**src/design/ttl_pkg.sv**
```systemverilog
// Package for the TTL expiry table: beat structs, command and status codes,
// operation classes and default parameter values. No dependencies.
`timescale 1ns / 1ps

package ttl_pkg;

   localparam int CAPACITY_DEF  = 256;
   localparam int BUCKETS_DEF   = 1024;
   localparam int KEY_WIDTH_DEF = 32;
   localparam int MAX_EMIT_DEF  = 64;

   localparam logic [6:0] CLEANUP_LIMIT_RESET = 7'd64;

   localparam logic [2:0] CMD_SET_REL = 3'd0;
   localparam logic [2:0] CMD_SET_ABS = 3'd1;
   localparam logic [2:0] CMD_REMOVE  = 3'd2;
   localparam logic [2:0] CMD_QUERY   = 3'd3;
   localparam logic [2:0] CMD_LIST    = 3'd4;
   localparam logic [2:0] CMD_CLEANUP = 3'd5;
   localparam logic [2:0] CMD_STATS   = 3'd6;
   localparam logic [2:0] CMD_UNKNOWN = 3'd7;

   localparam logic [1:0] STATUS_OK        = 2'd0;
   localparam logic [1:0] STATUS_NOT_FOUND = 2'd1;
   localparam logic [1:0] STATUS_FULL      = 2'd2;

   typedef enum logic [2:0] {
      OP_SET,
      OP_REMOVE,
      OP_QUERY,
      OP_LIST,
      OP_CLEAN,
      OP_STATS,
      OP_NOP
   } op_type;

   typedef struct packed {
      logic [2:0]  command;
      logic [31:0] key;
      logic [63:0] value;
      logic [63:0] now;
      logic [6:0]  max_count;
   } req_type;

   typedef struct packed {
      logic [1:0]  status;
      logic [63:0] stored_expiry;
      logic        has_expired;
      logic [63:0] remaining;
      logic [31:0] found_key;
      logic        found_valid;
      logic [6:0]  found_count;
      logic [8:0]  held_entries;
      logic [63:0] expired_total;
      logic [63:0] next_expiry;
      logic [63:0] cleanup_time;
      logic        last;
   } rsp_type;

   // A classified command as it waits between the front and the back.
   typedef struct packed {
      op_type      op;
      logic [31:0] key;
      logic [63:0] value;   // expiry time for a set, threshold for a list
      logic [63:0] now;
      logic [6:0]  limit;   // saturated scan limit
   } work_type;

endpackage

```
**src/design/ttl_front.sv**
```systemverilog
// Front of the TTL expiry table: accepts command beats, classifies them,
// holds the cleanup limit register and a two-entry queue. Uses ttl_pkg.
`timescale 1ns / 1ps

module ttl_front #(
   parameter int MAX_EMIT = ttl_pkg::MAX_EMIT_DEF
) (
   input  logic              clock,
   input  logic              reset,
   input  logic              start,
   output logic              busy,
   input  ttl_pkg::req_type  req_data,
   input  logic              csr_wr_en,
   input  logic [6:0]        csr_wr_data,
   output logic              q_valid,
   input  logic              q_pop,
   output ttl_pkg::work_type q_item
);
   import ttl_pkg::*;

   localparam logic [6:0] EMIT_MAX = 7'(MAX_EMIT);

   logic [6:0] limit_ff, limit_in;
   work_type   queue_ff [2];
   logic       wr_ptr_ff, wr_ptr_in;
   logic       rd_ptr_ff, rd_ptr_in;
   logic [1:0] fill_ff, fill_in;
   logic       push;
   work_type   cls;
   logic [63:0] t_rel;
   logic [6:0]  lim_raw;

   assign busy    = (fill_ff == 2'd2);
   assign push    = start && !busy;
   assign q_valid = (fill_ff != 2'd0);
   assign q_item  = queue_ff[rd_ptr_ff];
   assign t_rel   = req_data.now + req_data.value;

   always_comb begin
      lim_raw   = (req_data.command == CMD_LIST) ? req_data.max_count : limit_ff;
      cls.key   = req_data.key;
      cls.now   = req_data.now;
      cls.value = req_data.value;
      cls.limit = (lim_raw > EMIT_MAX) ? EMIT_MAX : lim_raw;
      unique case (req_data.command)
         CMD_SET_REL: begin
            // A relative set that lands on zero acts as a remove.
            cls.value = t_rel;
            cls.op    = (req_data.value == 64'd0 || t_rel == 64'd0) ? OP_REMOVE : OP_SET;
         end
         CMD_SET_ABS: cls.op = (req_data.value == 64'd0) ? OP_REMOVE : OP_SET;
         CMD_REMOVE:  cls.op = OP_REMOVE;
         CMD_QUERY:   cls.op = OP_QUERY;
         CMD_LIST:    cls.op = OP_LIST;
         CMD_CLEANUP: cls.op = OP_CLEAN;
         CMD_STATS:   cls.op = OP_STATS;
         default:     cls.op = OP_NOP;
      endcase
   end

   always_comb begin
      limit_in  = csr_wr_en ? csr_wr_data : limit_ff;
      wr_ptr_in = push ? !wr_ptr_ff : wr_ptr_ff;
      rd_ptr_in = q_pop ? !rd_ptr_ff : rd_ptr_ff;
      fill_in   = fill_ff + {1'b0, push} - {1'b0, q_pop};
   end

   always_ff @(posedge clock) begin
      if (reset) begin
         limit_ff  <= CLEANUP_LIMIT_RESET;
         wr_ptr_ff <= 1'b0;
         rd_ptr_ff <= 1'b0;
         fill_ff   <= 2'd0;
      end else begin
         limit_ff  <= limit_in;
         wr_ptr_ff <= wr_ptr_in;
         rd_ptr_ff <= rd_ptr_in;
         fill_ff   <= fill_in;
      end
   end

   always_ff @(posedge clock) begin
      if (push) begin
         queue_ff[wr_ptr_ff] <= cls;
      end
   end

endmodule

```
**config.mk**
```make
export PLATFORM = sky130hd
export DESIGN_NAME = ttl_front
export DESIGN_NICKNAME = d
export VERILOG_FILES = /design/src/design/ttl_pkg.sv /design/src/design/ttl_front.sv
export SDC_FILE = /design/constraint.sdc
export NUM_CORES = 1
export LEC_CHECK = 0
export BUFFER_PORTS_ARGS = -buffer_cell sky130_fd_sc_hd__buf_2
export CAP_MARGIN = 40
export CORE_MARGIN = 4
export CORE_UTILIZATION = 35
export CTS_CLUSTER_DIAMETER = 40
export DETAILED_ROUTE_END_ITERATION = 7
export GPL_TIMING_DRIVEN = 0
export MAX_ROUTING_LAYER = met4
export PLACE_DENSITY = 0.51
export RECOVER_POWER = 25
export SLEW_MARGIN = 20
export SYNTH_ARGS = -nofsm -noshare
export SYNTH_HDL_FRONTEND = slang
export SYNTH_SLANG_ARGS = --single-unit
```
**constraint.sdc**
```tcl
create_clock -name clock -period 21.6 [get_ports clock]
set_clock_uncertainty 0.05 [all_clocks]
set_input_delay 1.08 -clock clock [delete_from_list [all_inputs] [get_ports clock]]
set_output_delay 1.08 -clock clock [all_outputs]
set_load 0.005 [all_outputs]
```
==> results of run 1 <==
sequential cells by signal, indices dropped and copies added, names as in the netlist, named ones only:
name       count
limit_ff       7
queue_ff     340
rd_ptr_ff      1
fill_ff        2
wr_ptr_ff      1
how the worst max path moves through the flow:
stage | slack (ps) | cells after the start | startpoint | to
detailed placement | 16170 | 12 | req_data[20] | queue_ff[0][167]$_DFFE_PP_
finish | 16710 | 15 | req_data[7] | queue_ff[1][167]$_DFFE_PP_
floorplan | 12620 | 2 | start | queue_ff[0][0]$_DFFE_PP_
global placement | 7570 | 3 | start | queue_ff[0][63]$_DFFE_PP_
CTS | 16810 | 12 | req_data[20] | queue_ff[0][167]$_DFFE_PP_
global route | 16440 | 16 | req_data[7] | queue_ff[0][167]$_DFFE_PP_
placed cells by master (no fill, tap or decap), drive strengths merged, types with 9 or more instances in the layout:
master	netlist	final
a211oi	9	9
a21o	11	11
a21oi	85	85
and3	10	10
buf	10	299
clkbuf	46	178
clkinv	0	17
clkinvlp	0	16
dfxtp	12	12
edfxtp	340	340
ha	65	65
inv	14	16
mux2	192	192
nand2	132	132
nand3	14	14
nand4	32	32
nor2	68	68
nor2b	10	10
nor3	17	17
nor4	26	26
o21a	9	9
o21ai	86	86
xnor2	37	37
xor2	27	27
through the flow:
stage	utilization	power, W
final	0.4459	0.002213
after CTS	0.4476	0.002242
after detailed placement	0.4131	0.001412
after global routing	0.4459	0.002317
after floorplan	-	0.001197
after global placement	0.4068	0.001424
cell type report:
class                   instances  area [µm²]
well taps                     672       840.8
fillers                      4789       27850
clock inverters                40       444.2
clock buffers                  54        1287
diodes                          4       10.01
multi-input cells             956        7112
inverters                      14       52.55
plain buffers                  56       245.2
flip-flops and latches        352       10450
repair buffers                367        1977
worst register-to-register path: stages, from the launching register on:
cell	delay [ps]
dfxtp_1	350
nand2b_1	150
and3_1	1380
buf_12	330
buf_12	260
kinds of logic (layout without fill, tap and decap cells):
logic type               after synthesis  in the layout  share of synthesized area
AND/OR/NAND/NOR                      352            352                    0.09694
adder cells (fa/ha/maj)               66             66                    0.04668
flip-flops                           352            352                     0.5854
AO/OA/AOI/OAI                        274            274                    0.09737
XOR/XNOR                              64             64                    0.03140
buffers and inverters                 70            531                    0.01654
multiplexers                         200            200                     0.1256
other                                  0              4                          0
routing by layer:
metal,track usage,vias up,routed length (µm)
met5,-,-,0
met1,0.2789,6561,25680
met3,0.04276,62,3809
li1,-,6174,-
met4,0.04642,0,1015
met2,0.3503,393,28480
report_power, final:
group          leakage, nW  switching (W)  internal (W)
sequential            3.28      0.0000207      0.000877
combinational         4.21       0.000292      0.000203
clock                0.787       0.000322      0.000499
total                 8.27       0.000634       0.00158
==> impl_results.md, run 1 <==
- Vias in the first global route: 13,245
- DP Cell Count: ~2,400
- Max VDD drop: 0.05109 mV
- Hold_buf cts: 0
- Status: finished, violations left
- Top FF cell, synth: edfxtp_1
- Via density: 5.245
- Min cycle time layout: between 4000 and 5000 ps
- Row cnt: 82
- Area post-placement: just over 20,000 µm²
- GPL Wtd Cong: 0.9218
- Synth Cell Area: 17,850 µm²
- HP Start: rd_ptr_ff$_SDFFE_PP0P_
- IO buf count: 352
- Core area: slightly above 50,000 µm²
- Io pins: ~350
- Critical path's top delay family: simple AND/OR/NAND/NOR gates
- Cell with the most instances after synthesis: edfxtp_1
- Min-Delay Path Class: flip-flop to flip-flop
- # setup viols final: 0
- TNS Setup: 0 ps
- First-pass GRT wire length: roughly 85 mm
- Worst Path Buf+Inv: 2
- Setup slack after layout: roughly 17,000 ps
- Slew @ Worst Pin: 1798 ps
- R2r worst-path depth: 4
- Chip Width: 233.8 µm
- Area contributors post-synth: edfxtp_1, mux2_2, ha_1
- Register area share after synthesis: 0.5854
- WP data required: 21,980 ps
- Remaining Overflow, GRT: 0
- Synth warn: 0
- Area leader, netlist: edfxtp_1
- TritonRoute pass-1 iters: 5
- Design area: 22,420 µm²
- Post-Route WL: 58.98 mm
- CTS Sinks: about 350
- WHS Endpoint: rd_ptr_ff$_SDFFE_PP0P_
- Max incr delay on CP: 550 ps
- Hold Vio Cnt, Final: 0
- Routed via count: 13,190
- Mapped Cells: 1,378
- TritonCTS clock tree: done
- Yosys top cell area share: 0.5720
- Die Height: 233.8 µm
- Peak Freq: 204.6 MHz
- Worst-path clk slew: 50 ps
- Leak: 8.270 nW
- Reg-to-Reg Start: fill_ff[0]$_SDFF_PP0_
- Largest net degree at the start of global routing: 47
- DRC: 0
- Ratio of cells with drive above 1 in the final layout: 0.3290
- Yosys reg bits: roughly 350
- Hold Path Depth: 2
- Syn_nets: 1,626
- CP arrival: between 5000 and 6000 ps
- Async S/R FF share, synth: 0
- Crit path capture type: flip-flop
- Post-CTS Setup Inserts: 0
- WS Path Type: primary input to flip-flop
- H-tree depth: 2
- CTS Buffer Depth: 3
- Dpl hpwl: 47.12 mm
- Fin Hold WS: ~470 ps
- Startpoint types: primary input
- Post-Place Setup Slack: 16,170 ps
- Power Dens Cells: 98.73 nW/µm²
- Max FO, Critical Path: 6
- RSZ-0062 raised after global routing: no
- Slew HR: -0.1987
- Reg2Reg Setup Slack: 18,760 ps
- Starting DRT DRC Count: between 800 and 900
- Cell with the largest stage delay on the worst path: a2111o_1
- Final critical-path share of the clock period: 0.2262
- DIE AREA: approximately 55,000 µm²
- Mapped Avg Cell Area: 12.95 µm²
- Root buf cell: clkbuf_16
- Final ANT Viol Nets: 0
- Non-filler cells, final: 2,515
- Area grow syn2layout: 25.60%
- Failing checks: capacitance limit, slew limit
- MaxCap Viol Count: 1
- WL/cell: approximately 23 µm
- CTS resizes: 0
- Post-synth EDFFs: 340
- Antenna violations before repair: 4
- Crit-path cells: clkbuf_1, ha_1, inv_1, fa_1, nor2b_1, o31ai_1, a2111o_1, nand3_1, a21oi_1, or4b_1, and3_1, or2_2, nor4_1, and4_1, a31o_1
- Clock Latency Late Sink: 590 ps
- Final-stage net count: between 2,000 and 2,500
- Synth unique cells: 75
- List of most frequent post-synthesis cells: edfxtp_1, mux2_2, nand2_1, a21oi_1, o21ai_0
- TritonCTS buffer count: 51
- R2R Path End: queue_ff[1][153]$_DFFE_PP_
- Initial Util: 0.3551
- Tot GR Track Use: 0.2145
- Max-slew violations: 26
No activity file was read; power rests on OpenSTA's default activity.
==> run 2, diff against run 1 <==
- ABC_AREA: default -> 1
- PLACE_DENSITY: 0.51 -> 0.5
- clock period: 21.6 -> 5.1 ns (I/O delays scaled with it)
==> run 2 against run 1 <==
The run now ends clean. Hold slack worse by 460 ps. Sequential cell count unchanged. Critical path depth up 9. Core utilization up 2.6 points. Sequential power rose to 4.0 times the previous value. First-iteration DRC count up 2.5%. Area after synthesis up 12%. Routed wire length up 14%. Combinational power rose to 4.0 times the previous value. Largest cell class unchanged.
==> impl_results.md, run 2 <==
- Status: finished clean
- Synth unique cells: 37 (-51%)
- Synth warn: 0 (unchanged)
- Dpl hpwl: 54.53 mm (+16%)
- Area grow syn2layout: 33.35%
- MaxCap Viol Count: 0 (-1)
- Crit path capture type: flip-flop
- Clock Latency Late Sink: 590 ps (about the same)
- Register area share after synthesis: 0.5229 (-0.06250)
- CP arrival: 4040 ps (-1230 ps)
- Cell with the largest stage delay on the worst path: dlygate4sd3_1
- Max-slew violations: 0 (-100%)
- Startpoint types: primary input
- Max incr delay on CP: 560 ps (about the same)
- WP data required: 5500 ps (-16,480 ps)
- Hold_buf cts: 171 (+171)
- Worst-path clk slew: 50 ps (about the same)
- DIE AREA: 60,980 µm² (+12%)
- Largest reg by FF count: queue_ff
- Mapped Avg Cell Area: 9.120 µm² (-30%)
- Area leader, netlist: edfxtp_1
- Crit-path cells: dlygate4sd3_1, clkbuf_1, ha_1, inv_1, fa_1, inv_1, nand3_1, nand2_2, nand2_1, nand2_2, nand2_1, nand2_2, nand2_1, nand2_1, nand2_1, nand2_1, nand2_1, nor2_1, nand2_1, nor3_1, nand3_1, nand2_1, nand2_1, nand2_1
- Starting DRT DRC Count: 902 (+2.5%)
- Reg-to-Reg Start: fill_ff[1]$_SDFF_PP0_
- TNS Setup: 0 ps (unchanged)
- Min cycle time layout: 3638 ps
- Power Dens Cells: 348.6 nW/µm² (+250%)
- Remaining Overflow, GRT: 0 (unchanged)
- TritonCTS clock tree: done
- Leak: 11.90 nW (+44%)
- HP Start: start
- GPL Wtd Cong: 0.9397 (+1.9%)
- Commonest non-fill, non-tap cell in the layout: nand2_1
- CTS resizes: 0 (unchanged)
- WHS Endpoint: wr_ptr_ff$_SDFFE_PP0P_
- Chip Width: 246.9 µm (+5.6%)
- Io pins: 354 (unchanged)
- Top Registers: queue_ff: 340 flops, limit_ff: 7 flops, fill_ff: 2 flops
- Most used cell, CP: nand2_1
- TritonRoute pass-1 iters: 5 (unchanged)
- H-tree depth: 2 (unchanged)
- Antenna violations before repair: 6 (+2)
- RSZ-0062 raised after global routing: no
- Top FF cell, synth: edfxtp_1
- Die Height: 246.9 µm (+5.6%)
- Most frequent cells in the layout: nand2_1, inv_1, edfxtp_1
- Cell with the most instances after synthesis: nand2_1
- Largest net degree at the start of global routing: 24 (-49%)
- Tot GR Track Use: 0.2238 (+0.009340)
- Post-CTS Setup Inserts: 0 (unchanged)
- Fin Hold WS: 6.456 ps (-460.1 ps)
- Min-Delay Path Class: primary input to flip-flop
- WL/cell: 18.68 µm (-20%)
- Max reg flops: 340 (unchanged)
- Slew @ Worst Pin: 1348 ps (-450.3 ps)
- Initial Util: 0.3537 (-0.001344)
- Hold Path Depth: 3 (+1)
- Routed via count: 16,860 (+28%)
- DRC: 0 (unchanged)
- Area contributors post-synth: edfxtp_1, nand2_1, mux2_2
- Root buf cell: clkbuf_16
- Syn_nets: 2,439 (+50%)
- R2R Path End: queue_ff[1][53]$_DFFE_PP_
- Vias in the first global route: 17,006 (+28%)
- Final core utilization: 0.4717 (+0.02574)
- TritonCTS buffer count: 55 (+7.8%)
- Yosys top cell area share: 0.5109 (-0.06106)
- Setup slack after layout: 1462 ps (-15,250 ps)
- Via density: 4.686 (-11%)
- Max VDD drop: 0.2451 mV (+380%)
- # setup viols final: 0 (unchanged)
- Final ANT Viol Nets: 0 (unchanged)
- Synth Cell Area: 19,980 µm² (+12%)
- Reg2Reg Setup Slack: 2330 ps (-16,430 ps)
- CTS Sinks: 352 (unchanged)
- Final critical-path share of the clock period: 0.7134
- Hold Vio Cnt, Final: 0 (unchanged)
- Post-Place Setup Slack: 1513 ps (-14,660 ps)
- Peak Freq: 274.9 MHz
- Post-Route WL: 67.23 mm (+14%)
- List of most frequent post-synthesis cells: nand2_1, inv_1, edfxtp_1, mux2_2, nor2_1
- Max FO, Critical Path: 5 (-1)
- First-pass GRT wire length: 100.6 mm (+19%)
- Ratio of cells with drive above 1 in the final layout: 0.2161 (-0.1128)
- Mapped Cells: 2,191 (+59%)
- Post-synth EDFFs: 340 (unchanged)
- Async S/R FF share, synth: 0 (unchanged)
- IO buf count: 353 (+0.28%)
- WS Path Type: primary input to flip-flop
- Core area: 56,500 µm² (+12%)
- Slew HR: 0.09825 (+0.2969)
- Final-stage net count: 3,041 (+49%)
- R2r worst-path depth: 7 (+3)
- Row cnt: 87 (+6.1%)
- CTS Buffer Depth: 3 (unchanged)
- Yosys reg bits: 352 (unchanged)
## run 2: changes by cell type in the layout (fill, tap and decap cells not counted), sizes merged, moves of 19 or more
| cell | before | now |
|---|---|---|
| buf | 299 | 280 |
| dlygate4sd3 | 0 | 171 |
| xor2 | 27 | 2 |
| nor2 | 68 | 156 |
| nand2 | 132 | 761 |
| a21oi | 85 | 45 |
| inv | 16 | 362 |
| mux2 | 192 | 172 |
| nand3 | 14 | 57 |
## run 2: stage by stage
stage                     instance area (µm²)  instances  total power, W
after floorplan                         19990       2191        0.004696
after CTS                               26740       3590        0.009416
after global placement                  22700       3300        0.005460
after detailed placement                23150       3319        0.005503
after global routing                    26650       3597        0.009769
final                                   26650       3598        0.009290
## run 2: per-layer routing
| layer | GRT usage | vias to the layer above | wire (µm) | share of wire |
|---|---|---|---|---|
| met1 | 0.2914 | 7951 | 30090 | 0.45 |
| met2 | 0.3710 | 445 | 32090 | 0.48 |
| met4 | 0.04906 | 0 | 1113 | 0.017 |
| li1 | - | 8396 | - | - |
| met5 | - | - | 0 | 0 |
| met3 | 0.03578 | 68 | 3931 | 0.058 |
## run 2: cells by family after synthesis
family / synth area share
simple gates: 0.2214
xor+xnor: 0.009643
mux: 0.09793
flops: 0.5229
compound gates: 0.03250
buf+inv: 0.07388
fa+ha+maj: 0.04170
## run 2: how the worst max path moves through the flow
stage	slack (ps)	cells after the start	from	end
6_report	1460	24	req_data[7]	queue_ff[1][167]$_DFFE_PP_
5_1_grt	1150	24	req_data[7]	queue_ff[0][167]$_DFFE_PP_
4_1_cts	1390	5	flip-flop	q_item[107]
3_5_place_dp	1510	23	req_data[7]	queue_ff[1][167]$_DFFE_PP_
3_3_place_gp	-3400	2	fill_ff[0]$_SDFF_PP0_	queue_ff[0][53]$_DFFE_PP_
2_1_floorplan	-420	2	fill_ff[0]$_SDFF_PP0_	queue_ff[1][0]$_DFFE_PP_
## run 2: power by group
part	switching [W]	leakage, nW	internal, W
logic	0.00116	7.72	0.000810
registers	0.0000561	3.27	0.00351
clock network	0.00136	0.904	0.00239
## run 2: area by class of cell
type	instances	area [µm²]
Timing Repair Buffer	545	3815
Clock buffer	59	1391
Multi-Input combinational cell	1447	8064
Fill cell	5535	29850
Antenna cell	6	15.01
Tap cell	756	945.9
Inverter	358	1344
Clock inverter	41	488.0
Sequential cell	352	10450
Buffer	34	135.1
## run 2: critical path, delay by kind of cell
kind,cells,cell delay [ps]
buffers and inverters,4,910
AND/OR/NAND/NOR,18,2200
adder cells (fa/ha/maj),2,660
